$ cat src/rtl/cnbm_pkg.sv
// ----------------------------------------------------------------------------
// cnbm_pkg
// Shared constants, types and width helpers for the causal neighbourhood
// best-match block.
// ----------------------------------------------------------------------------
`default_nettype none

package cnbm_pkg;

  localparam int unsigned MaxWidthDef      = 64;
  localparam int unsigned MaxHeightDef     = 64;
  localparam int unsigned MaxHalfWindowDef = 4;

  localparam int unsigned CfgDataW = 7;
  localparam int unsigned CfgIdxW  = 2;
  localparam int unsigned HalfCfgW = 3;
  localparam int unsigned ChanW    = 8;
  localparam int unsigned CoordW   = 6;
  localparam int unsigned DistW    = 23;

  localparam int unsigned PixDistMax = 3 * 255 * 255;
  localparam int unsigned PixW       = $clog2(PixDistMax + 1);

  localparam logic [CfgDataW-1:0] WidthRst  = 7'd64;
  localparam logic [CfgDataW-1:0] HeightRst = 7'd64;
  localparam logic [HalfCfgW-1:0] HalfRst   = 3'd4;

  typedef enum logic [CfgIdxW-1:0] {
    CfgSourceWidth  = 2'd0,
    CfgSourceHeight = 2'd1,
    CfgHalfWindow   = 2'd2
  } cfg_idx_e;

  typedef enum logic {
    FuncLoad  = 1'b0,
    FuncQuery = 1'b1
  } func_e;

  typedef struct packed {
    logic [ChanW-1:0] red;
    logic [ChanW-1:0] green;
    logic [ChanW-1:0] blue;
  } rgb_t;

  typedef struct packed {
    logic valid;
    logic last;
    logic zero;
  } issue_t;

  typedef struct packed {
    logic              found;
    logic [CoordW-1:0] column;
    logic [CoordW-1:0] row;
    rgb_t              pixel;
    logic [DistW-1:0]  distance;
  } result_t;

  function automatic int unsigned qry_depth(input int unsigned max_half);
    return max_half * (2 * max_half + 1) + max_half;
  endfunction

  function automatic int unsigned sum_width(input int unsigned max_half);
    return $clog2(PixDistMax * qry_depth(max_half) + 1);
  endfunction

endpackage

`default_nettype wire

$ cat src/rtl/cnbm_seq.sv
// ----------------------------------------------------------------------------
// cnbm_seq
// Search sequencer: configuration registers, window and centre walk, address
// generation for the shared distance unit, and the result register.
// ----------------------------------------------------------------------------
`default_nettype none

module cnbm_seq #(
  parameter  int unsigned MAX_WIDTH       = cnbm_pkg::MaxWidthDef,
  parameter  int unsigned MAX_HEIGHT      = cnbm_pkg::MaxHeightDef,
  parameter  int unsigned MAX_HALF_WINDOW = cnbm_pkg::MaxHalfWindowDef,
  localparam int unsigned SrcAw           = $clog2(MAX_WIDTH * MAX_HEIGHT),
  localparam int unsigned QryAw           = $clog2(cnbm_pkg::qry_depth(MAX_HALF_WINDOW)),
  localparam int unsigned XW              = $clog2(MAX_WIDTH),
  localparam int unsigned YW              = $clog2(MAX_HEIGHT),
  localparam int unsigned SumW            = cnbm_pkg::sum_width(MAX_HALF_WINDOW)
) (
  input  wire logic                          clk_i,
  input  wire logic                          rst_ni,
  input  wire logic                          cfg_we_i,
  input  wire logic [cnbm_pkg::CfgIdxW-1:0]  cfg_idx_i,
  input  wire logic [cnbm_pkg::CfgDataW-1:0] cfg_data_i,
  input  wire logic                          start_i,
  output logic                               idle_o,
  output cnbm_pkg::issue_t                   issue_o,
  output logic [XW-1:0]                      cx_o,
  output logic [YW-1:0]                      cy_o,
  output logic [SrcAw-1:0]                   tl_o,
  output logic                               unit_clr_o,
  input  wire logic                          busy_i,
  input  wire logic [SrcAw-1:0]              best_tl_i,
  input  wire logic [XW-1:0]                 best_x_i,
  input  wire logic [YW-1:0]                 best_y_i,
  input  wire logic [SumW-1:0]               best_dist_i,
  output logic                               src_rd_en_o,
  output logic [SrcAw-1:0]                   src_rd_addr_o,
  output logic [QryAw-1:0]                   qry_rd_addr_o,
  input  cnbm_pkg::rgb_t                     src_rd_data_i,
  output cnbm_pkg::result_t                  res_o,
  output logic                               res_valid_o,
  input  wire logic                          res_ready_i
);

  localparam int unsigned WW    = $clog2(MAX_WIDTH + 1);
  localparam int unsigned HW    = $clog2(MAX_HEIGHT + 1);
  localparam int unsigned RW    = $clog2(MAX_HALF_WINDOW + 1);
  localparam int unsigned SideW = $clog2(2 * MAX_HALF_WINDOW + 2);
  localparam int unsigned DistMax = (1 << cnbm_pkg::DistW) - 1;

  typedef enum logic [2:0] {
    StIdle, StSetup, StInit, StScan, StDrain, StCentre, StResult
  } state_e;

  state_e state_q, state_d;

  logic [cnbm_pkg::CfgDataW-1:0] sw_q, sh_q;
  logic [cnbm_pkg::HalfCfgW-1:0] hw_q;

  logic [WW-1:0]        w_eff;
  logic [HW-1:0]        h_eff;
  logic [RW-1:0]        r_eff;
  logic [SideW-1:0]     side_eff;
  logic [RW+WW-1:0]     rw_prod;
  logic [RW+SideW-1:0]  n_eff;

  logic [WW-1:0]    w_q;
  logic [RW-1:0]    r_q;
  logic [SideW-1:0] side_q, jend_q;
  logic [QryAw-1:0] nm1_q;
  logic [SrcAw-1:0] ctr_off_q;
  logic             fit_q;
  logic [XW-1:0]    xend_q;
  logic [YW-1:0]    yend_q;

  logic [XW-1:0]    cx_q, cx_d;
  logic [YW-1:0]    cy_q, cy_d;
  logic [SrcAw-1:0] tl_q, tl_d, row_q, row_d, addr_q, addr_d;
  logic [QryAw-1:0] qi_q, qi_d;
  logic [SideW-1:0] j_q, j_d;

  cnbm_pkg::result_t res_q, res_d;
  logic              res_valid_d, res_valid_q;
  logic              elem_last, zero_r;
  logic [31:0]       bx32, by32;

  always_comb begin
    w_eff    = (32'(sw_q) > MAX_WIDTH) ? WW'(MAX_WIDTH) : WW'(sw_q);
    h_eff    = (32'(sh_q) > MAX_HEIGHT) ? HW'(MAX_HEIGHT) : HW'(sh_q);
    r_eff    = (32'(hw_q) > MAX_HALF_WINDOW) ? RW'(MAX_HALF_WINDOW) : RW'(hw_q);
    side_eff = SideW'({r_eff, 1'b1});
    rw_prod  = (RW+WW)'(r_eff) * (RW+WW)'(w_eff) + (RW+WW)'(r_eff);
    n_eff    = (RW+SideW)'(r_eff) * (RW+SideW)'(side_eff) + (RW+SideW)'(r_eff);
  end

  always_comb begin
    zero_r     = (r_q == '0);
    elem_last  = zero_r || (qi_q == nm1_q);
    bx32       = 32'(best_x_i);
    by32       = 32'(best_y_i);
    state_d    = state_q;
    cx_d       = cx_q;
    cy_d       = cy_q;
    tl_d       = tl_q;
    row_d      = row_q;
    addr_d     = addr_q;
    qi_d       = qi_q;
    j_d        = j_q;
    res_d      = res_q;
    res_valid_d = res_valid_q && !res_ready_i;

    unique case (state_q)
      StIdle: begin
        if (start_i) begin
          state_d = StSetup;
        end
      end
      StSetup: begin
        state_d = StInit;
      end
      StInit: begin
        cx_d    = XW'(r_q);
        cy_d    = YW'(r_q);
        tl_d    = '0;
        row_d   = '0;
        addr_d  = '0;
        qi_d    = '0;
        j_d     = '0;
        state_d = fit_q ? StScan : StResult;
      end
      StScan: begin
        if (elem_last) begin
          qi_d = '0;
          j_d  = '0;
          if (cx_q == xend_q) begin
            if (cy_q == yend_q) begin
              state_d = StDrain;
            end
            cx_d = XW'(r_q);
            cy_d = cy_q + 1'b1;
            tl_d = tl_q + SrcAw'(side_q);
          end else begin
            cx_d = cx_q + 1'b1;
            tl_d = tl_q + 1'b1;
          end
          row_d  = tl_d;
          addr_d = tl_d;
        end else begin
          qi_d = qi_q + 1'b1;
          if (j_q == jend_q) begin
            j_d    = '0;
            row_d  = row_q + SrcAw'(w_q);
            addr_d = row_d;
          end else begin
            j_d    = j_q + 1'b1;
            addr_d = addr_q + 1'b1;
          end
        end
      end
      StDrain: begin
        if (!busy_i) begin
          state_d = StCentre;
        end
      end
      StCentre: begin
        state_d = StResult;
      end
      StResult: begin
        if (!res_valid_q || res_ready_i) begin
          res_d       = '0;
          res_valid_d = 1'b1;
          if (fit_q) begin
            res_d.found    = 1'b1;
            res_d.column   = bx32[cnbm_pkg::CoordW-1:0];
            res_d.row      = by32[cnbm_pkg::CoordW-1:0];
            res_d.pixel    = src_rd_data_i;
            res_d.distance = (32'(best_dist_i) > DistMax) ? cnbm_pkg::DistW'(DistMax)
                                                           : cnbm_pkg::DistW'(best_dist_i);
          end
          state_d = StIdle;
        end
      end
      default: state_d = StIdle;
    endcase
  end

  always_ff @(posedge clk_i or negedge rst_ni) begin
    if (!rst_ni) begin
      state_q     <= StIdle;
      res_valid_q <= 1'b0;
      sw_q        <= cnbm_pkg::WidthRst;
      sh_q        <= cnbm_pkg::HeightRst;
      hw_q        <= cnbm_pkg::HalfRst;
    end else begin
      state_q     <= state_d;
      res_valid_q <= res_valid_d;
      if (cfg_we_i) begin
        unique case (cnbm_pkg::cfg_idx_e'(cfg_idx_i))
          cnbm_pkg::CfgSourceWidth:  sw_q <= cfg_data_i;
          cnbm_pkg::CfgSourceHeight: sh_q <= cfg_data_i;
          cnbm_pkg::CfgHalfWindow:   hw_q <= cfg_data_i[cnbm_pkg::HalfCfgW-1:0];
          default: ;
        endcase
      end
    end
  end

  always_ff @(posedge clk_i) begin
    if (state_q == StSetup) begin
      w_q       <= w_eff;
      r_q       <= r_eff;
      side_q    <= side_eff;
      jend_q    <= SideW'({r_eff, 1'b0});
      nm1_q     <= QryAw'(n_eff - 1'b1);
      ctr_off_q <= SrcAw'(rw_prod);
      fit_q     <= (32'(w_eff) >= 32'(side_eff)) && (32'(h_eff) >= 32'(side_eff));
      xend_q    <= XW'(32'(w_eff) - 32'(r_eff) - 32'd1);
      yend_q    <= YW'(32'(h_eff) - 32'(r_eff) - 32'd1);
    end
    cx_q   <= cx_d;
    cy_q   <= cy_d;
    tl_q   <= tl_d;
    row_q  <= row_d;
    addr_q <= addr_d;
    qi_q   <= qi_d;
    j_q    <= j_d;
    res_q  <= res_d;
  end

  always_comb begin
    issue_o.valid = (state_q == StScan);
    issue_o.last  = elem_last;
    issue_o.zero  = zero_r;
    src_rd_en_o   = (state_q == StScan) || (state_q == StCentre);
    src_rd_addr_o = (state_q == StCentre) ? best_tl_i + ctr_off_q : addr_q;
  end

  assign idle_o        = (state_q == StIdle);
  assign cx_o          = cx_q;
  assign cy_o          = cy_q;
  assign tl_o          = tl_q;
  assign unit_clr_o    = (state_q == StInit);
  assign qry_rd_addr_o = qi_q;
  assign res_o         = res_q;
  assign res_valid_o   = res_valid_q;

endmodule

`default_nettype wire

$ cat config.mk
export PLATFORM = sky130hd
export DESIGN_NAME = cnbm_seq
export DESIGN_NICKNAME = d
export VERILOG_FILES = /design/src/rtl/cnbm_pkg.sv /design/src/rtl/cnbm_seq.sv
export SDC_FILE = /design/constraint.sdc
export NUM_CORES = 1
export LEC_CHECK = 0
export ABC_AREA = 0
export BUFFER_PORTS_ARGS = -buffer_cell sky130_fd_sc_hd__buf_2
export CAP_MARGIN = 20
export CORE_AREA = 5 5 177 179
export DETAILED_ROUTE_END_ITERATION = 7
export DIE_AREA = 0 0 182 184
export GPL_TIMING_DRIVEN = 1
export PLACE_DENSITY = 0.55
export SLEW_MARGIN = 20
export SYNTH_ARGS = -nofsm -noshare
export SYNTH_HDL_FRONTEND = slang
export SYNTH_SLANG_ARGS = --single-unit
$ cat constraint.sdc
create_clock -name clk_i -period 4.9 [get_ports clk_i]
set_input_delay 0.735 -clock clk_i [delete_from_list [all_inputs] [get_ports clk_i]]
set_output_delay 0.735 -clock clk_i [all_outputs]
set_load 0.01 [all_outputs]
==> results of run 1 <==
[placed cells by master (no fill, tap or decap), drive strengths merged, types with 5 or more instances in the layout]
cell,count
a21oi,45
buf,203
inv,46
clkinv,8
nand2,61
nand3,19
nand4,8
nor2,67
a211oi,9
and3,5
ha,64
dfrtp,18
fa,13
o31ai,5
edfxtp,156
mux2,20
o21ai,33
nor3,16
o21a,8
a21o,9
xnor2,41
nor4,6
nor2b,13
xor2,41
clkbuf,17
nand2b,9
and2,76
[flip-flops by register name (all words and copies together), names as in the netlist, 7 cells and up]
name and cells:
tl_o 12, row_q 12, w_q 7, addr_q 12, sh_q 7, sw_q 7, ctr_off_q 10, res_o 60
[layout make-up]
cell class | instances | area, sq um
clock buffers | 17 | 425
clock inverters | 15 | 170
fillers | 2876 | 17500
inverters | 39 | 149
multi-input cells | 609 | 4400
flip-flops and latches | 177 | 5210
well taps | 390 | 488
repair buffers | 203 | 1040
[path summary, 6_finish.rpt]
check | from | endpoint | slack, ns | cells after the start
worst max-delay path | hw_q[2] | ctr_off_q[9] | 0.80 | 13
worst min-delay path | rst_ni | sh_q[4] | 0.27 | 1
worst max register to register | hw_q[2] | ctr_off_q[9] | 0.80 | 13
worst min register to register | sh_q[2] | sh_q[2] | 0.50 | 1
max in group asynchronous | rst_ni | sw_q[6] | 4.26 | 1
min in group clk_i | sh_q[2] | sh_q[2] | 0.50 | 1
[layer usage]
layer / up-vias / track usage, % / wire length (microns)
li1: 3420 / - / -
met1: 3321 / 19.0 / 10900
met2: 113 / 24.2 / 12500
met3: 25 / 2.35 / 636
met4: 0 / 3.63 / 401
met5: - / 0 / 0
[per-stage QoR]
| step | utilization [%] | hold slack [ns] |
|---|---|---|
| after floorplan | - | 0.439 |
| after global placement | 38.4 | 0.483 |
| after detailed placement | 38.4 | 0.486 |
| after CTS | 40.4 | 0.279 |
| after global routing | 40.4 | 0.300 |
| final | 40.4 | 0.273 |
[report_power, final]
part	leakage, nW	total, mW	internal, mW	switching [mW]
Clock	0.293	1.36	0.689	0.669
Sequential	1.72	2.75	2.32	0.426
Combinational	2.91	2.54	1.01	1.53
[logic make-up after synthesis]
| family | after synthesis | share of synthesized area (%) |
|---|---|---|
| XOR/XNOR | 82 | 7.28 |
| AND/OR/NAND/NOR | 292 | 15.3 |
| multiplexers | 20 | 2.28 |
| AO/OA/AOI/OAI | 137 | 8.81 |
| buffers and inverters | 65 | 2.70 |
| flip-flops | 177 | 52.9 |
| other | 1 | 0.0380 |
| adder cells (fa/ha/maj) | 77 | 10.8 |
==> results.cfg, run 1 <==
[global_route]
grt_antenna_before_repair = 0
grt_pass1_vias = 6857
grt_pass1_wl_microns = 37900
grt_overflow_total = 0
grt_max_degree = 63
grt.total_usage_pct = 14.2

[clock_network]
htree_levels = 4
cts.repair.resized = 0
cts.sink_count = 177
insertion_delay_ns = 0.43
numCtsBuffers = 17
clk_pin_slew_ns = 0.08
root_buffer = clkbuf_16
post_cts_buffers = 0
hold_buffers = 0
clockBufferDepth = 2
cts_tree = yes

[placed_design]
dp_slack_ns = 0.796
io_buffers = 194
gp_congestion = 0.819
dp.cells = 1418
placed_area_sq_um = 11300
dp_hpwl_microns = 18900

[setup_path]
worst_path_largest_cell_delay_ns = 0.62
endpoint_kind = register
required_ns = 5.07
critical_path.top_delay_family = adder cells
slowest_stage = dfstp_2
crit_fanout = 10
cp.arrival_ns = 4.27
critPathBufInv = 3
worstSetupPathType = reg2reg
startpoint_type = register
path_cells = inv_1 -> nand2_1 -> inv_1 -> nand2_1 -> fa_1 -> fa_1 -> inv_1 -> fa_1 -> a21o_1 -> a21oi_1 -> o21ai_0 -> o41ai_1 -> xnor2_1

[synth]
synth_nets = 1014
ys.flop_type = edfxtp_1
syn-cell-area_sq_um = 9860
synth_commonest_cells = edfxtp_1 (156), and2_1 (76), nor2_1 (67)
yosys.area.top_type_share_pct = 47.5
yosysMostFrequentCell = edfxtp_1
ys_types = 61
synthCells = 851
yosysTopAreaCell = edfxtp_1
postSynthAreaPerCell_sq_um = 11.6
synth_seq_cells = 177
async_reset_ff_share_pct = 11.9
yosys-top-cells-area = edfxtp_1 (48%), ha_1 (8.1%), and2_1 (4.8%), dfrtp_1 (4.6%), xnor2_1 (3.6%)
ys_seq_area_share_pct = 52.9
synth_edf_count = 156
synth_warnings = 0

[sta]
finalWorstSetupSlack_ns = 0.796
drv_slew = 0
finalSetupViolCount = 0
min_period_over_period_pct = 83.8
hold_violations = 0
tightest_slew_ns = 1.00
relSlewSlack_pct = 33.0
skew_ns = 0.0126
tns_ns = 0
rsz0062_at_grt = false
fmax_mhz = 244
min_period_ns = 4.10

[layout]
diodes = 0
syn2layout_area_growth_pct = 20.5
fin_nets = 1210
fin_cells = 1450
drive_gt1_share_pct = 25.7
post-route-cell-area_sq_um = 11900

[power]
ir_drop_mv = 0.298
powerDensity_nw_per_um2 = 559
p_leak_nw = 4.93
total_power_mw = 6.64

[routing]
drtIter0Drc = 366
via_count = 6879
drt-total-wl_microns = 24400
ant_nets = 0
drc = 0
drt_pre_antenna_iters = 4
wire_per_inst_microns = 16.9
vias_per_cell = 4.74

[hold_path]
min_path_type = in2async

[flow_run]
drv_cap = 0

[run_status]
status = complete, no violations

[floorplan]
ios = 195
die_w_microns = 182
fp.dieH_microns = 184
die-area_sq_um = 33500
num_rows = 63
initial_utilization_pct = 33.5
core-area_sq_um = 29400
Note: power is estimated with default switching activity, not from simulation.
==> inputs of run 2 (changes only) <==
==> constraint.sdc (replaced) <==
create_clock -name clk_i -period 3.9 [get_ports clk_i]
set_input_delay 0.585 -clock clk_i [delete_from_list [all_inputs] [get_ports clk_i]]
set_output_delay 0.585 -clock clk_i [all_outputs]
set_load 0.01 [all_outputs]
==> run 2 against run 1 <==
Cell count up 0.55%; sequential cell count is the same; register-to-register slack worse by 0.50 ns; critical path type unchanged; sequential share of layout area decreased by 0.31 points; critical path depth fell by 1; largest cell class unchanged.
==> results.cfg, run 2 (synthesis gave the netlist of run 1 again) <==
[run_status]
status = complete, no violations

[clock_network]
htree_levels = 4
cts_tree = yes
post_cts_buffers = 0
cts.sink_count = 177
insertion_delay_ns = 0.44
clockBufferDepth = 2
clk_pin_slew_ns = 0.08
numCtsBuffers = 17
root_buffer = clkbuf_16

[layout]
drive_gt1_share_pct = 26.4
fin_nets = 1218
post-route-cell-area_sq_um = 12000
fin_cells = 1458
largest_reg_flops = 60
layout_commonest_cell = buf_2
final_cell_mix = buf_2 (194), edfxtp_1 (156), and2_1 (76)
diodes = 0
syn2layout_area_growth_pct = 21.4

[floorplan]
ios = 195
core-area_sq_um = 29400
die_w_microns = 182
die-area_sq_um = 33500
num_rows = 63
initial_utilization_pct = 33.5
fp.dieH_microns = 184

[sta]
drv_slew = 0
relSlewSlack_pct = 48.3
min_period_ns = 3.61
min_period_over_period_pct = 92.5
finalSetupViolCount = 0
tightest_slew_ns = 0.775
hold_violations = 0
tns_ns = 0
skew_ns = 0.0184
rsz0062_at_grt = false
fmax_mhz = 277

[global_route]
use_met3_pct = 2.87
grt_overflow_total = 0
grt_antenna_before_repair = 0
grt_max_degree = 63
use_met2_pct = 25.1
grt_pass1_vias = 7052
met1_usage_pct = 18.5
grt_busiest_layer = met2
grt_pass1_wl_microns = 38000
grt.total_usage_pct = 14.4

[routing]
drt_pre_antenna_iters = 5
drt-total-wl_microns = 24700
ant_nets = 0
drtIter0Drc = 405
drc = 0
wire_per_inst_microns = 16.9
vias_per_cell = 4.79
via_count = 6984

[power]
p_leak_nw = 4.98
p_sw_share_pct = 39.6
total_power_mw = 8.42
ir_drop_mv = 0.258
powerDensity_nw_per_um2 = 704
switching_power_mw = 3.34
power_frac_seq_pct = 41.0
p_int_mw = 5.09
power_frac_clock_pct = 20.6
pwr-share-comb_pct = 38.5

[placed_design]
dp_hpwl_microns = 18900
dp.cells = 1426
gp_congestion = 0.865
placed_area_sq_um = 11400
io_buffers = 194

[flow_run]
drv_cap = 0

[setup_path]
reg2reg_slack_ns = 0.29
worst_r2r_path_depth = 12
worst_path_most_repeated_cell = fa_1
startpoint_type = register
cp.arrival_ns = 3.79
slowest_stage = dfstp_2
timing.rr.end = ctr_off_q[9]
required_ns = 4.08
worst_path_largest_cell_delay_ns = 0.63
critPathBufInv = 2
endpoint_kind = register
timing.rr.start = sw_q[6]
worstSetupPathType = reg2reg
crit_fanout = 12
critical_path.top_delay_family = adder cells
crit_start = sw_q[6]
crit_cells = 12
path_cells = nor2b_1 -> ha_1 -> inv_1 -> fa_1 -> fa_1 -> inv_1 -> fa_1 -> a21o_1 -> a21oi_1 -> o21ai_0 -> o41ai_2 -> xnor2_1

[hold_path]
min_path_type = in2async
run 2: through the flow:
step | util (%) | hold slack [ns] | setup slack (ns)
after detailed placement | 38.6 | 0.489 | 0.127
after global placement | 38.6 | 0.487 | 0.216
after CTS | 40.7 | 0.123 | 0.115
after global routing | 40.7 | 0.139 | 0.0768
after floorplan | - | 0.289 | 0.100
final | 40.7 | 0.115 | 0.293
run 2: metal layers:
metal | wire (microns) | share of wire [%]
met1 | 10900 | 44
met2 | 12600 | 51
met3 | 815 | 3.3
met4 | 363 | 1.5
met5 | 0 | 0
run 2: worst max path at each step:
| stage | to | slack (ns) |
|---|---|---|
| finish | ctr_off_q[9] | 0.29 |
| global route | ctr_off_q[9] | 0.08 |
| CTS | ctr_off_q[9] | 0.12 |
| detailed placement | ctr_off_q[9] | 0.13 |
| global placement | ctr_off_q[9] | 0.22 |
| floorplan | ctr_off_q[9] | 0.1 |
run 2: area by class of cell:
cell class / count / area [sq um]
Fill cell: 2920 / 17400
Sequential cell: 177 / 5210
Multi-Input combinational cell: 609 / 4420
Timing Repair Buffer: 211 / 1100
Tap cell: 390 / 488
Clock buffer: 17 / 425
Clock inverter: 15 / 178
Inverter: 39 / 149
run 2: what timing repair did:
action,4_1_cts,5_1_grt
setup endpoints to repair,0,1
gates resized for setup,0,3
hold buffers,0,0
run 2: worst register-to-register path, cell delays in order (launching register included):
cell and delay [ns]:
dfstp_2 0.63, nor2b_1 0.09, ha_1 0.18, inv_1 0.08, fa_1 0.41, fa_1 0.52
inv_1 0.07, fa_1 0.45, a21o_1 0.19, a21oi_1 0.21, o21ai_0 0.17, o41ai_2 0.25
xnor2_1 0.10
run 2: power by group through the flow:
stage,registers (mW),clock network [mW],logic (mW)
floorplan,3.43,0,2.12
global placement,3.49,0,3.25
detailed placement,3.49,0,3.28
CTS,3.46,1.77,3.30
global route,3.53,1.88,3.61
finish,3.45,1.73,3.24
