## src/rtl/cnbm_pkg.sv

```systemverilog
// ----------------------------------------------------------------------------
// cnbm_pkg
// Shared constants, types and width helpers for the causal neighbourhood
// best-match block.
// ----------------------------------------------------------------------------
`default_nettype none

package cnbm_pkg;

  localparam int unsigned MaxWidthDef      = 64;
  localparam int unsigned MaxHeightDef     = 64;
  localparam int unsigned MaxHalfWindowDef = 4;

  localparam int unsigned CfgDataW = 7;
  localparam int unsigned CfgIdxW  = 2;
  localparam int unsigned HalfCfgW = 3;
  localparam int unsigned ChanW    = 8;
  localparam int unsigned CoordW   = 6;
  localparam int unsigned DistW    = 23;

  localparam int unsigned PixDistMax = 3 * 255 * 255;
  localparam int unsigned PixW       = $clog2(PixDistMax + 1);

  localparam logic [CfgDataW-1:0] WidthRst  = 7'd64;
  localparam logic [CfgDataW-1:0] HeightRst = 7'd64;
  localparam logic [HalfCfgW-1:0] HalfRst   = 3'd4;

  typedef enum logic [CfgIdxW-1:0] {
    CfgSourceWidth  = 2'd0,
    CfgSourceHeight = 2'd1,
    CfgHalfWindow   = 2'd2
  } cfg_idx_e;

  typedef enum logic {
    FuncLoad  = 1'b0,
    FuncQuery = 1'b1
  } func_e;

  typedef struct packed {
    logic [ChanW-1:0] red;
    logic [ChanW-1:0] green;
    logic [ChanW-1:0] blue;
  } rgb_t;

  typedef struct packed {
    logic valid;
    logic last;
    logic zero;
  } issue_t;

  typedef struct packed {
    logic              found;
    logic [CoordW-1:0] column;
    logic [CoordW-1:0] row;
    rgb_t              pixel;
    logic [DistW-1:0]  distance;
  } result_t;

  function automatic int unsigned qry_depth(input int unsigned max_half);
    return max_half * (2 * max_half + 1) + max_half;
  endfunction

  function automatic int unsigned sum_width(input int unsigned max_half);
    return $clog2(PixDistMax * qry_depth(max_half) + 1);
  endfunction

endpackage

`default_nettype wire

```

## src/rtl/cnbm_unit.sv

```systemverilog
// ----------------------------------------------------------------------------
// cnbm_unit
// Shared distance unit: one pixel distance per cycle, accumulated per centre,
// with a running first-minimum over all centres.
// ----------------------------------------------------------------------------
`default_nettype none

module cnbm_unit #(
  parameter  int unsigned MAX_WIDTH       = cnbm_pkg::MaxWidthDef,
  parameter  int unsigned MAX_HEIGHT      = cnbm_pkg::MaxHeightDef,
  parameter  int unsigned MAX_HALF_WINDOW = cnbm_pkg::MaxHalfWindowDef,
  localparam int unsigned SrcAw           = $clog2(MAX_WIDTH * MAX_HEIGHT),
  localparam int unsigned XW              = $clog2(MAX_WIDTH),
  localparam int unsigned YW              = $clog2(MAX_HEIGHT),
  localparam int unsigned SumW            = cnbm_pkg::sum_width(MAX_HALF_WINDOW)
) (
  input  wire logic             clk_i,
  input  wire logic             rst_ni,
  input  wire logic             clr_i,
  input  cnbm_pkg::issue_t      issue_i,
  input  wire logic [XW-1:0]    cx_i,
  input  wire logic [YW-1:0]    cy_i,
  input  wire logic [SrcAw-1:0] tl_i,
  input  cnbm_pkg::rgb_t        src_pix_i,
  input  cnbm_pkg::rgb_t        qry_pix_i,
  output logic                  busy_o,
  output logic [SrcAw-1:0]      best_tl_o,
  output logic [XW-1:0]         best_x_o,
  output logic [YW-1:0]         best_y_o,
  output logic [SumW-1:0]       best_dist_o
);

  localparam int unsigned PixW = cnbm_pkg::PixW;

  function automatic logic [15:0] chan_sq(input logic [7:0] a, input logic [7:0] b);
    logic [7:0] d;
    d = (a > b) ? a - b : b - a;
    return 16'(d) * 16'(d);
  endfunction

  cnbm_pkg::issue_t s1_q, s2_q;
  logic [XW-1:0]    s1_cx_q, s2_cx_q;
  logic [YW-1:0]    s1_cy_q, s2_cy_q;
  logic [SrcAw-1:0] s1_tl_q, s2_tl_q;
  logic [PixW-1:0]  pix_dist, s2_dist_q;
  logic [SumW-1:0]  acc_q, total, best_q;
  logic             have_q;
  logic [SrcAw-1:0] best_tl_q;
  logic [XW-1:0]    best_x_q;
  logic [YW-1:0]    best_y_q;

  always_comb begin
    pix_dist = PixW'(chan_sq(src_pix_i.red, qry_pix_i.red))
             + PixW'(chan_sq(src_pix_i.green, qry_pix_i.green))
             + PixW'(chan_sq(src_pix_i.blue, qry_pix_i.blue));
    total    = acc_q + SumW'(s2_dist_q);
  end

  always_ff @(posedge clk_i or negedge rst_ni) begin
    if (!rst_ni) begin
      s1_q   <= '0;
      s2_q   <= '0;
      have_q <= 1'b0;
      acc_q  <= '0;
    end else begin
      s1_q <= issue_i;
      s2_q <= s1_q;
      if (clr_i) begin
        have_q <= 1'b0;
        acc_q  <= '0;
      end else if (s2_q.valid) begin
        if (s2_q.last) begin
          acc_q <= '0;
          if (!have_q || (total < best_q)) begin
            have_q <= 1'b1;
          end
        end else begin
          acc_q <= total;
        end
      end
    end
  end

  always_ff @(posedge clk_i) begin
    s1_cx_q   <= cx_i;
    s1_cy_q   <= cy_i;
    s1_tl_q   <= tl_i;
    s2_cx_q   <= s1_cx_q;
    s2_cy_q   <= s1_cy_q;
    s2_tl_q   <= s1_tl_q;
    s2_dist_q <= s1_q.zero ? '0 : pix_dist;
    if (s2_q.valid && s2_q.last && (!have_q || (total < best_q))) begin
      best_q    <= total;
      best_tl_q <= s2_tl_q;
      best_x_q  <= s2_cx_q;
      best_y_q  <= s2_cy_q;
    end
  end

  assign busy_o      = s1_q.valid | s2_q.valid;
  assign best_tl_o   = best_tl_q;
  assign best_x_o    = best_x_q;
  assign best_y_o    = best_y_q;
  assign best_dist_o = best_q;

endmodule

`default_nettype wire

```

## config.mk

```make
export PLATFORM = sky130hd
export DESIGN_NAME = cnbm_unit
export DESIGN_NICKNAME = d
export VERILOG_FILES = /design/src/rtl/cnbm_pkg.sv /design/src/rtl/cnbm_unit.sv
export SDC_FILE = /design/constraint.sdc
export NUM_CORES = 1
export LEC_CHECK = 0
export BUFFER_PORTS_ARGS = -buffer_cell sky130_fd_sc_hd__buf_4
export CAP_MARGIN = 0
export CORE_MARGIN = 1
export CORE_UTILIZATION = 60
export CTS_BUF_LIST = sky130_fd_sc_hd__clkbuf_4
export DETAILED_ROUTE_END_ITERATION = 16
export PLACE_DENSITY = 0.86
export SYNTH_ARGS = -nofsm -noshare
export SYNTH_HDL_FRONTEND = slang
export SYNTH_SLANG_ARGS = --single-unit
```

## constraint.sdc

```tcl
create_clock -name clk_i -period 13.4 [get_ports clk_i]
set_input_delay 0.67 -clock clk_i [delete_from_list [all_inputs] [get_ports clk_i]]
set_output_delay 0.67 -clock clk_i [all_outputs]
set_load 0.05 [all_outputs]
```

==> reports/metrics.json, run 1 <==
{
  "worst_setup_path": {
    "cp_slowest_cell": "sky130_fd_sc_hd__o22ai_1",
    "crit-reg2reg-launch": "acc_q[0]$_DFFE_PN0P_",
    "regToRegSetupSlack_ns": 8.64,
    "worst-path-max-fanout": 11,
    "reg2reg_depth": 18,
    "critical_path_class": "in -> reg",
    "start_kind": "input port",
    "timing.critical_path.required_ns": 13.86,
    "rr_endpoint": "best_y_o[0]$_DFFE_PP_",
    "endpoint_kind": "flip-flop",
    "cpMostUsedCell": "sky130_fd_sc_hd__fa_1",
    "maximum_single_stage_delay_on_the_critical_path_ns": 0.81,
    "worstPathArrival_ns": 9.03
  },
  "global_route": {
    "grt_pass1_wl_um": 44300,
    "grt.overflow.total": 0,
    "global_route.usage.total": 0.255,
    "grt_max_degree": 48,
    "first_global_vias": 9683,
    "number_of_antenna_violations_at_the_first_check_in_global_routing": 1
  },
  "clock_tree": {
    "clock-root-buffer": "sky130_fd_sc_hd__clkbuf_4",
    "cts.sinks": 142,
    "cts_tree": "yes",
    "cts-buffers-inserted": 17,
    "maximum_number_of_buffers_from_clock_root_to_sink": 2,
    "ctsHtreeMaxLevel": 4,
    "clk_transition_reported_paths_ns": 0.14,
    "clock_insertion_delay_worst_skew_ns": 0.57
  },
  "timing": {
    "fin_setup_tns_ns": 0,
    "fin_crit_sh": 0.640,
    "rsz0062_at_grt": "false",
    "timing.clock.skew_ns": 0.0305,
    "slew_headroom": 0.319,
    "timing.final.setup_violations": 0,
    "finalMaxSlewViolations": 0,
    "max_freq_mhz": 117,
    "worst_slew_pin_slew_ns": 1.02,
    "report.final.hold_viol_count": 0,
    "min_clock_period_post_route_ns": 8.57
  },
  "route": {
    "drt-vias-per-instance": 5.53,
    "drt_first_iter_violations": 437,
    "first_pass_detailed_route_iteration_total": 7,
    "route.final.wire_length_um": 26100,
    "detail_route.wl_per_cell_um": 15.4,
    "vias": 9364,
    "drc_violations_left": 0,
    "final_ant_viol_nets": 0
  },
  "yosys": {
    "post-synth-top-area-fraction": 0.218,
    "number_of_unique_standard_cell_types_used_by_synthesis": 66,
    "synth_sequential_area_ratio": 0.269,
    "yosysTopAreaCell": "sky130_fd_sc_hd__fa_1",
    "mappedNetlistNets": 1663,
    "postSynth.asyncResetShare": 0.204,
    "ys_seq_elements": 142,
    "ys_warn_count": 0,
    "synthesis.instances": 1282,
    "synth_enable_flop_cells": 47,
    "netlist_area_um2": 12900,
    "ys_top_cells_by_area": "sky130_fd_sc_hd__fa_1 (22%), sky130_fd_sc_hd__ha_1 (16%), sky130_fd_sc_hd__edfxtp_1 (11%)",
    "average_instance_area_after_synthesis_um2": 10.0,
    "synthFlopType": "sky130_fd_sc_hd__dfxtp_1"
  },
  "worst_hold_path": {
    "timing.hold.worst_endpoint": "s1_tl_q[9]$_DFF_P_",
    "timing.hold.worst.class": "in -> reg",
    "number_of_instances_on_the_worst_hold_path": 1,
    "hold_start": "tl_i[9]"
  },
  "floorplanning": {
    "floorplan.core_area_um2": 21000,
    "floorplan.initialDensity": 0.612,
    "fp.dieH_um": 148,
    "io_pins": 126,
    "placement_rows": 53,
    "floorplan_die_width_um": 148,
    "dieArea_um2": 22000
  },
  "place": {
    "gpl.final_weighted_congestion": 0.923,
    "port_buffers": 125,
    "dp_hpwl_um": 21800
  },
  "final_layout": {
    "final_layout_size_suffix_gt1_frac": 0.135,
    "nets": 1785,
    "area_growth_syn_to_layout_pct": 11.4
  },
  "status": {
    "run_status": "finished clean"
  },
  "job": {
    "maxCapViolations": 0
  }
}
==> cell type report <==
class	instances	area (µm²)
clock buffer	18	135
inverter	255	957
sequential	142	3460
tap	275	344
multi-input combinational	854	8310
antenna	1	2.50
timing repair buffer	134	1010
fill	1558	6700
clock inverter	14	109
==> worst max-delay path by stage <==
| stage | from | end | cells past startpoint |
|---|---|---|---|
| after floorplan | src_pix_i[16] | s2_dist_q[17]$_SDFF_PP0_ | 30 |
| after global placement | src_pix_i[0] | s2_dist_q[17]$_SDFF_PP0_ | 29 |
| after detailed placement | src_pix_i[0] | s2_dist_q[17]$_SDFF_PP0_ | 29 |
| after CTS | src_pix_i[5] | s2_dist_q[17]$_SDFF_PP0_ | 27 |
| after global routing | src_pix_i[5] | s2_dist_q[17]$_SDFF_PP0_ | 28 |
| final | src_pix_i[5] | s2_dist_q[17]$_SDFF_PP0_ | 28 |
==> layout by cell type (no fill, tap or decap), types with 32 or more instances in the layout <==
| cell type | synthesis | routed |
|---|---|---|
| sky130_fd_sc_hd__inv_1 | 255 | 255 |
| sky130_fd_sc_hd__a21o_1 | 32 | 32 |
| sky130_fd_sc_hd__nor2_1 | 96 | 96 |
| sky130_fd_sc_hd__edfxtp_1 | 47 | 47 |
| sky130_fd_sc_hd__buf_4 | 0 | 133 |
| sky130_fd_sc_hd__dfxtp_1 | 66 | 66 |
| sky130_fd_sc_hd__o21ai_0 | 33 | 32 |
| sky130_fd_sc_hd__nand2_1 | 46 | 46 |
| sky130_fd_sc_hd__a21oi_1 | 61 | 61 |
| sky130_fd_sc_hd__ha_1 | 163 | 163 |
| sky130_fd_sc_hd__fa_1 | 140 | 140 |
==> per-layer routing <==
| layer | global-route usage | wire, µm |
|---|---|---|
| met1 | 0.300 | 10400 |
| met2 | 0.460 | 13700 |
| met3 | 0.0472 | 1320 |
| met4 | 0.100 | 720 |
| met5 | 0 | 0 |
==> synthesized netlist by cell type, types with 4 or more instances <==
| master | number |
|---|---|
| sky130_fd_sc_hd__inv_1 | 255 |
| sky130_fd_sc_hd__ha_1 | 163 |
| sky130_fd_sc_hd__fa_1 | 140 |
| sky130_fd_sc_hd__nor2_1 | 96 |
| sky130_fd_sc_hd__dfxtp_1 | 66 |
| sky130_fd_sc_hd__a21oi_1 | 61 |
| sky130_fd_sc_hd__edfxtp_1 | 47 |
| sky130_fd_sc_hd__nand2_1 | 46 |
| sky130_fd_sc_hd__o21ai_0 | 33 |
| sky130_fd_sc_hd__a21o_1 | 32 |
| sky130_fd_sc_hd__xnor2_1 | 31 |
| sky130_fd_sc_hd__dfrtp_1 | 29 |
| sky130_fd_sc_hd__xor2_1 | 23 |
| sky130_fd_sc_hd__nand2b_1 | 20 |
| sky130_fd_sc_hd__a22o_1 | 19 |
| sky130_fd_sc_hd__clkbuf_1 | 17 |
| sky130_fd_sc_hd__nor2b_1 | 15 |
| sky130_fd_sc_hd__mux2i_1 | 14 |
| sky130_fd_sc_hd__nor3_1 | 14 |
| sky130_fd_sc_hd__and3_1 | 12 |
| sky130_fd_sc_hd__buf_2 | 12 |
| sky130_fd_sc_hd__a31oi_1 | 11 |
| sky130_fd_sc_hd__nand4_1 | 11 |
| sky130_fd_sc_hd__or2_2 | 11 |
| sky130_fd_sc_hd__nand3_1 | 10 |
| sky130_fd_sc_hd__o21a_1 | 9 |
| sky130_fd_sc_hd__o21bai_1 | 9 |
| sky130_fd_sc_hd__and2_1 | 7 |
| sky130_fd_sc_hd__a221o_1 | 6 |
| sky130_fd_sc_hd__o211ai_1 | 6 |
| sky130_fd_sc_hd__a211oi_1 | 5 |
| sky130_fd_sc_hd__o31a_1 | 4 |
| sky130_fd_sc_hd__or4_1 | 4 |
==> flip-flops by register name, indices dropped and copies added (netlist names), 12 cells and up <==
signal / flops
acc_q: 23
best_dist_o: 23
best_tl_o: 12
s1_tl_q: 12
s2_dist_q: 18
s2_tl_q: 12
==> cells by family after synthesis <==
| family | synth area share |
|---|---|
| compound gates | 0.118 |
| xor+xnor | 0.0402 |
| fa+ha+maj | 0.377 |
| buf+inv | 0.0854 |
| flops | 0.269 |
| mux | 0.0137 |
| simple gates | 0.0973 |
==> timing repair <==
| action | CTS | global route |
|---|---|---|
| buffers inserted | 0 | 0 |
| endpoints found under the hold margin | 20 | 0 |
| hold buffers | 1 | 0 |
| resized for setup | 0 | 0 |
==> stage by stage <==
stage / hold WS [ns] / cells / utilization / setup WS, ns / cell area, µm²
final: 0.196 / 1693 / 0.682 / 4.83 / 14300
after global routing: 0.126 / 1693 / 0.682 / 4.32 / 14300
after CTS: 0.151 / 1692 / 0.681 / 4.97 / 14300
after detailed placement: 0.312 / 1659 / 0.669 / 4.31 / 14100
after global placement: 0.310 / 1659 / 0.669 / 4.50 / 14100
after floorplan: 0.310 / 1282 / - / 5.47 / 12900
==> critical path, delay by kind of cell <==
kind,cells,cell delay (ns)
muxes,1,0.29
adders and majority gates,9,4.18
and+or+nand+nor,3,0.54
buffers and inverters,6,0.51
AOI/OAI and AO/OA,7,2.21
xor gates and xnor gates,2,0.62
Power of run 1 is left out: the tool's default activity adds up to more than one toggle a clock period on the data nets, which glitch-free logic cannot reach.
==> inputs of run 2 (changes only) <==
==> constraint.sdc (replaced) <==
create_clock -name clk_i -period 8.2 [get_ports clk_i]
set_input_delay 0.41 -clock clk_i [delete_from_list [all_inputs] [get_ports clk_i]]
set_output_delay 0.41 -clock clk_i [all_outputs]
set_load 0.05 [all_outputs]
==> run 2 against run 1 <==
Clock skew rose by 0.019 ns. Worst hold slack better by 0.080 ns. Cell area up 3.9%. Sequential share of layout area shrank 0.90 points. First-iteration DRC count grew 48%. Critical path depth is 2 higher. Cell count increased by 3.4%. Non-clock buffer count increased by 56. Global-route usage grew 1.3 points. Worst setup slack worse by 4.5 ns. Clock-buffer cell count shrank 1. Utilization increased by 2.6 points. Critical endpoint is now s2_dist_q[13]$_SDFF_PP0_. Highest routed layer unchanged.
==> reports/metrics.json, run 2 (same netlist as run 1, synthesis figures left out) <==
{
  "status": {
    "run_status": "finished clean"
  },
  "timing": {
    "timing.final.setup_violations": 0,
    "max_freq_mhz": 127,
    "slew_headroom": 0.404,
    "min_clock_period_post_route_ns": 7.86,
    "fin_setup_tns_ns": 0,
    "fin_crit_sh": 0.958,
    "timing.clock.skew_ns": 0.0498,
    "final.hold.worst_slack_ns": 0.276,
    "worst_slew_pin_slew_ns": 0.894,
    "finalMaxSlewViolations": 0,
    "report.final.hold_viol_count": 0,
    "rsz0062_at_grt": "false"
  },
  "route": {
    "detail_route.wl_per_cell_um": 15.9,
    "drt_first_iter_violations": 647,
    "drt-vias-per-instance": 5.51,
    "route.final.wire_length_um": 27800,
    "first_pass_detailed_route_iteration_total": 5,
    "vias": 9634,
    "final_ant_viol_nets": 0,
    "drc_violations_left": 0
  },
  "clock_tree": {
    "clock_insertion_delay_worst_skew_ns": 0.61,
    "clock-root-buffer": "sky130_fd_sc_hd__clkbuf_4",
    "post-cts-setup-buffer-count": 0,
    "ctsHtreeMaxLevel": 4,
    "clk_transition_reported_paths_ns": 0.14,
    "cts_tree": "yes",
    "cts.sinks": 142,
    "maximum_number_of_buffers_from_clock_root_to_sink": 2,
    "cts-buffers-inserted": 17
  },
  "floorplanning": {
    "floorplan.initialDensity": 0.612,
    "io_pins": 126,
    "dieArea_um2": 22000,
    "floorplan_die_width_um": 148,
    "floorplan.core_area_um2": 21000,
    "placement_rows": 53,
    "fp.dieH_um": 148
  },
  "worst_setup_path": {
    "critical_path_class": "in -> reg",
    "timing.critical_path.required_ns": 8.65,
    "crit-reg2reg-launch": "acc_q[3]$_DFFE_PN0P_",
    "cpMostUsedCell": "sky130_fd_sc_hd__fa_1",
    "cp_slowest_cell": "sky130_fd_sc_hd__xnor2_1",
    "start_kind": "input port",
    "maximum_single_stage_delay_on_the_critical_path_ns": 0.60,
    "worstPathArrival_ns": 8.30,
    "endpoint_kind": "flip-flop",
    "worst-path-max-fanout": 8,
    "launching_instance_or_port_of_the_critical_path": "src_pix_i[16]"
  },
  "global_route": {
    "number_of_antenna_violations_at_the_first_check_in_global_routing": 0,
    "global_route.usage.total": 0.268,
    "first_global_vias": 10200,
    "grt.overflow.total": 0,
    "grt_pass1_wl_um": 46500,
    "grt_max_degree": 48
  },
  "final_layout": {
    "final_layout_size_suffix_gt1_frac": 0.150,
    "layout.cells.most_common_list": "sky130_fd_sc_hd__inv_1 (255), sky130_fd_sc_hd__ha_1 (163), sky130_fd_sc_hd__buf_4 (161), sky130_fd_sc_hd__fa_1 (140), sky130_fd_sc_hd__nor2_1 (96)",
    "area_growth_syn_to_layout_pct": 15.7,
    "final-instance-count-excl-fill": 1750,
    "mostFrequentLayoutCell": "sky130_fd_sc_hd__inv_1",
    "nets": 1841,
    "fill_cells": 1444
  },
  "place": {
    "gpl.final_weighted_congestion": 0.903,
    "port_buffers": 125,
    "dp_cells": 1687,
    "dp_hpwl_um": 22000
  },
  "worst_hold_path": {
    "timing.hold.worst.class": "in -> async"
  },
  "job": {
    "maxCapViolations": 0
  }
}
==> run 2: cell type report <==
class                   instances  area, µm²  area share
diodes                          2       5.00    0.000336
clock buffers                  17        128     0.00858
clock inverters                15        163      0.0109
inverters                     255        957      0.0643
multi-input cells             854       8320       0.559
flip-flops and latches        142       3460       0.232
well taps                     275        344      0.0231
repair buffers                190       1500       0.101
==> run 2: routing by layer <==
metal,vias up,share of wire,GRT usage
met5,-,0,0
met4,0,0.029,0.0964
met3,64,0.055,0.0429
met2,337,0.53,0.493
met1,4679,0.39,0.314
li1,4554,-,-
==> run 2: repair_timing <==
action / in CTS / in global routing
hold buffers: 29 / 0
setup endpoints to repair: 0 / 2
resized for setup: 0 / 2
endpoints found under the hold margin: 57 / 0
==> run 2: final timing paths <==
check,slack [ns],depth (start not counted),to
worst max register to register,3.41,16,best_x_o[1]$_DFFE_PP_
max in group asynchronous,7.62,2,acc_q[19]$_DFFE_PN0P_
worst max-delay path,0.34,30,s2_dist_q[13]$_SDFF_PP0_
min in group clk_i,0.29,0,s2_cx_q[5]$_DFF_P_
worst min-delay path,0.28,2,acc_q[1]$_DFFE_PN0P_
worst min register to register,0.29,0,s2_cx_q[5]$_DFF_P_
==> run 2: worst max-delay path, delay by kind of cell <==
family	cells	cell delay, ns
compound gates	7	1.43
xor+xnor	2	0.81
fa+ha+maj	10	4.64
buf+inv	7	0.48
mux	1	0.15
simple gates	3	0.39
==> run 2: per-stage QoR <==
stage	area [µm²]	worst slack, ns	util
after detailed placement	14300	-0.290	0.679
final	14900	0.345	0.708
after CTS	14900	0.297	0.707
after global routing	14900	0.00132	0.708
after floorplan	12900	0.528	-
after global placement	14300	0.120	0.679
Power of run 2 is left out for the same reason.
==> inputs of run 3 (changes only) <==
--- a/config.mk
+++ b/config.mk
@@ -9,7 +9,7 @@
 export CAP_MARGIN = 0
 export CORE_MARGIN = 1
 export CORE_UTILIZATION = 60
-export CTS_BUF_LIST = sky130_fd_sc_hd__clkbuf_4
+export CTS_BUF_LIST = sky130_fd_sc_hd__clkbuf_8 sky130_fd_sc_hd__clkbuf_16
 export DETAILED_ROUTE_END_ITERATION = 16
 export PLACE_DENSITY = 0.86
 export SYNTH_ARGS = -nofsm -noshare
==> run 3 against run 2 <==
Sequential share of layout area decreased by 0.12 points. Cell area increased by 0.53%. Clock skew decreased by 0.039 ns. Fmax increased by 1.3%. Wire length decreased by 1.5%. Clock-buffer cell count unchanged. Die area unchanged. Highest routed layer unchanged. Critical path depth increased by 3.
==> reports/metrics.json, run 3 (same netlist as run 1, synthesis figures left out) <==
{
  "status": {
    "run_status": "finished clean"
  },
  "final_layout": {
    "n_antenna_cell": 0,
    "final-instance-count-excl-fill": 1724,
    "area_growth_syn_to_layout_pct": 16.3,
    "nets": 1817,
    "final_layout_size_suffix_gt1_frac": 0.157,
    "postLayoutCoreUtil": 0.712,
    "mostFrequentLayoutCell": "sky130_fd_sc_hd__inv_1",
    "layout.cells.most_common_list": "sky130_fd_sc_hd__inv_1 (255), sky130_fd_sc_hd__buf_4 (165), sky130_fd_sc_hd__ha_1 (163), sky130_fd_sc_hd__fa_1 (140), sky130_fd_sc_hd__nor2_1 (96)",
    "post-route-cell-area_um2": 15000
  },
  "route": {
    "detail_route.wl_per_cell_um": 15.9,
    "route.final.wire_length_um": 27400,
    "final_ant_viol_nets": 0,
    "drc_violations_left": 0,
    "drt_first_iter_violations": 560,
    "drt-vias-per-instance": 5.50,
    "vias": 9487,
    "first_pass_detailed_route_iteration_total": 8
  },
  "timing": {
    "fin_crit_sh": 0.946,
    "fin_setup_tns_ns": 0,
    "worst_slew_pin_slew_ns": 0.866,
    "report.final.hold_viol_count": 0,
    "finalMaxSlewViolations": 0,
    "slew_headroom": 0.423,
    "timing.final.setup_violations": 0,
    "rsz0062_at_grt": "false",
    "min_clock_period_post_route_ns": 7.76,
    "max_freq_mhz": 129,
    "timing.clock.skew_ns": 0.0107
  },
  "worst_hold_path": {
    "timing.hold.worst_endpoint": "s1_cx_q[2]$_DFF_P_",
    "number_of_instances_on_the_worst_hold_path": 1,
    "timing.hold.worst.class": "in -> reg",
    "hold_start": "cx_i[2]"
  },
  "global_route": {
    "global_route.usage.total": 0.265,
    "grt_pass1_wl_um": 46200,
    "grt.overflow.total": 0,
    "number_of_antenna_violations_at_the_first_check_in_global_routing": 0,
    "first_global_vias": 10200,
    "grt_max_degree": 48
  },
  "worst_setup_path": {
    "rr_endpoint": "best_tl_o[8]$_DFFE_PP_",
    "worstPathArrival_ns": 8.05,
    "endpoint_kind": "flip-flop",
    "regToRegSetupSlack_ns": 3.39,
    "worst-path-max-fanout": 6,
    "critical_path_class": "in -> reg",
    "start_kind": "input port",
    "reg2reg_depth": 16,
    "cp_slowest_cell": "sky130_fd_sc_hd__fa_1",
    "crit-reg2reg-launch": "acc_q[3]$_DFFE_PN0P_",
    "timing.critical_path.required_ns": 8.49,
    "maximum_single_stage_delay_on_the_critical_path_ns": 0.56
  },
  "clock_tree": {
    "clock-root-buffer": "sky130_fd_sc_hd__clkbuf_16",
    "cts.sinks": 142,
    "cts_tree": "yes",
    "maximum_number_of_buffers_from_clock_root_to_sink": 2,
    "cts-buffers-inserted": 17,
    "clk_transition_reported_paths_ns": 0.07,
    "clock_insertion_delay_worst_skew_ns": 0.43,
    "ctsHtreeMaxLevel": 4
  },
  "floorplanning": {
    "io_pins": 126,
    "floorplan.core_area_um2": 21000,
    "floorplan.initialDensity": 0.612,
    "fp.dieH_um": 148,
    "floorplan_die_width_um": 148,
    "placement_rows": 53,
    "dieArea_um2": 22000
  },
  "place": {
    "dpl-instance-area_um2": 14300,
    "dp_hpwl_um": 22000,
    "gpl.final_weighted_congestion": 0.903,
    "dp_cells": 1687,
    "port_buffers": 125
  },
  "job": {
    "maxCapViolations": 0
  }
}
-- run 3: cell types whose count changed in the layout (fill, tap and decap cells not counted), moves of 2 or more --
cell,change
sky130_fd_sc_hd__diode_2,-2
sky130_fd_sc_hd__xnor2_2,+2
sky130_fd_sc_hd__buf_4,+4
sky130_fd_sc_hd__clkbuf_16,+17
sky130_fd_sc_hd__dlygate4sd3_1,-28
sky130_fd_sc_hd__xnor2_1,-2
sky130_fd_sc_hd__clkbuf_4,-17
-- run 3: how the worst max path moves through the flow --
stage                  start                       end  slack (ns)  cells past startpoint
6_report       src_pix_i[16]  s2_dist_q[17]$_SDFF_PP0_        0.44                     33
5_1_grt        src_pix_i[12]  s2_dist_q[17]$_SDFF_PP0_       0.007                     27
4_1_cts        src_pix_i[16]  s2_dist_q[17]$_SDFF_PP0_        0.08                     31
3_5_place_dp   src_pix_i[16]  s2_dist_q[17]$_SDFF_PP0_       -0.29                     31
3_3_place_gp   src_pix_i[16]  s2_dist_q[17]$_SDFF_PP0_        0.12                     31
2_1_floorplan  src_pix_i[16]  s2_dist_q[17]$_SDFF_PP0_        0.53                     30
-- run 3: what timing repair did --
item                                   4_1_cts  5_1_grt
gates resized for setup                      0        8
setup endpoints to repair                    0        7
setup buffers                                0        4
hold buffers                                 1        0
endpoints found under the hold margin       29        0
-- run 3: critical path, delay by kind of cell --
family,cells,cell delay (ns)
fa+ha+maj,10,4.26
compound gates,7,1.45
buf+inv,9,0.69
mux,1,0.34
simple gates,4,0.60
xor+xnor,2,0.29
-- run 3: area by class of cell --
type / instances / area [µm²]
fill: 1419 / 6060
sequential: 142 / 3460
timing repair buffer: 166 / 1250
inverter: 255 / 957
tap: 275 / 344
clock buffer: 17 / 425
clock inverter: 15 / 163
multi-input combinational: 854 / 8360
-- run 3: layer usage --
metal | share of wire | GRT usage | wire length [µm]
met5 | 0 | 0 | 0
met4 | 0.027 | 0.102 | 742
met3 | 0.053 | 0.0497 | 1450
met2 | 0.53 | 0.481 | 14400
met1 | 0.39 | 0.310 | 10800
-- run 3: per-stage QoR --
| step | worst slack (ns) | hold slack (ns) |
|---|---|---|
| after global placement | 0.120 | 0.310 |
| after detailed placement | -0.290 | 0.312 |
| after floorplan | 0.528 | 0.114 |
| final | 0.442 | 0.0776 |
| after global routing | 0.00675 | 0.0592 |
| after CTS | 0.0830 | 0.0689 |
Power of run 3 is left out for the same reason.
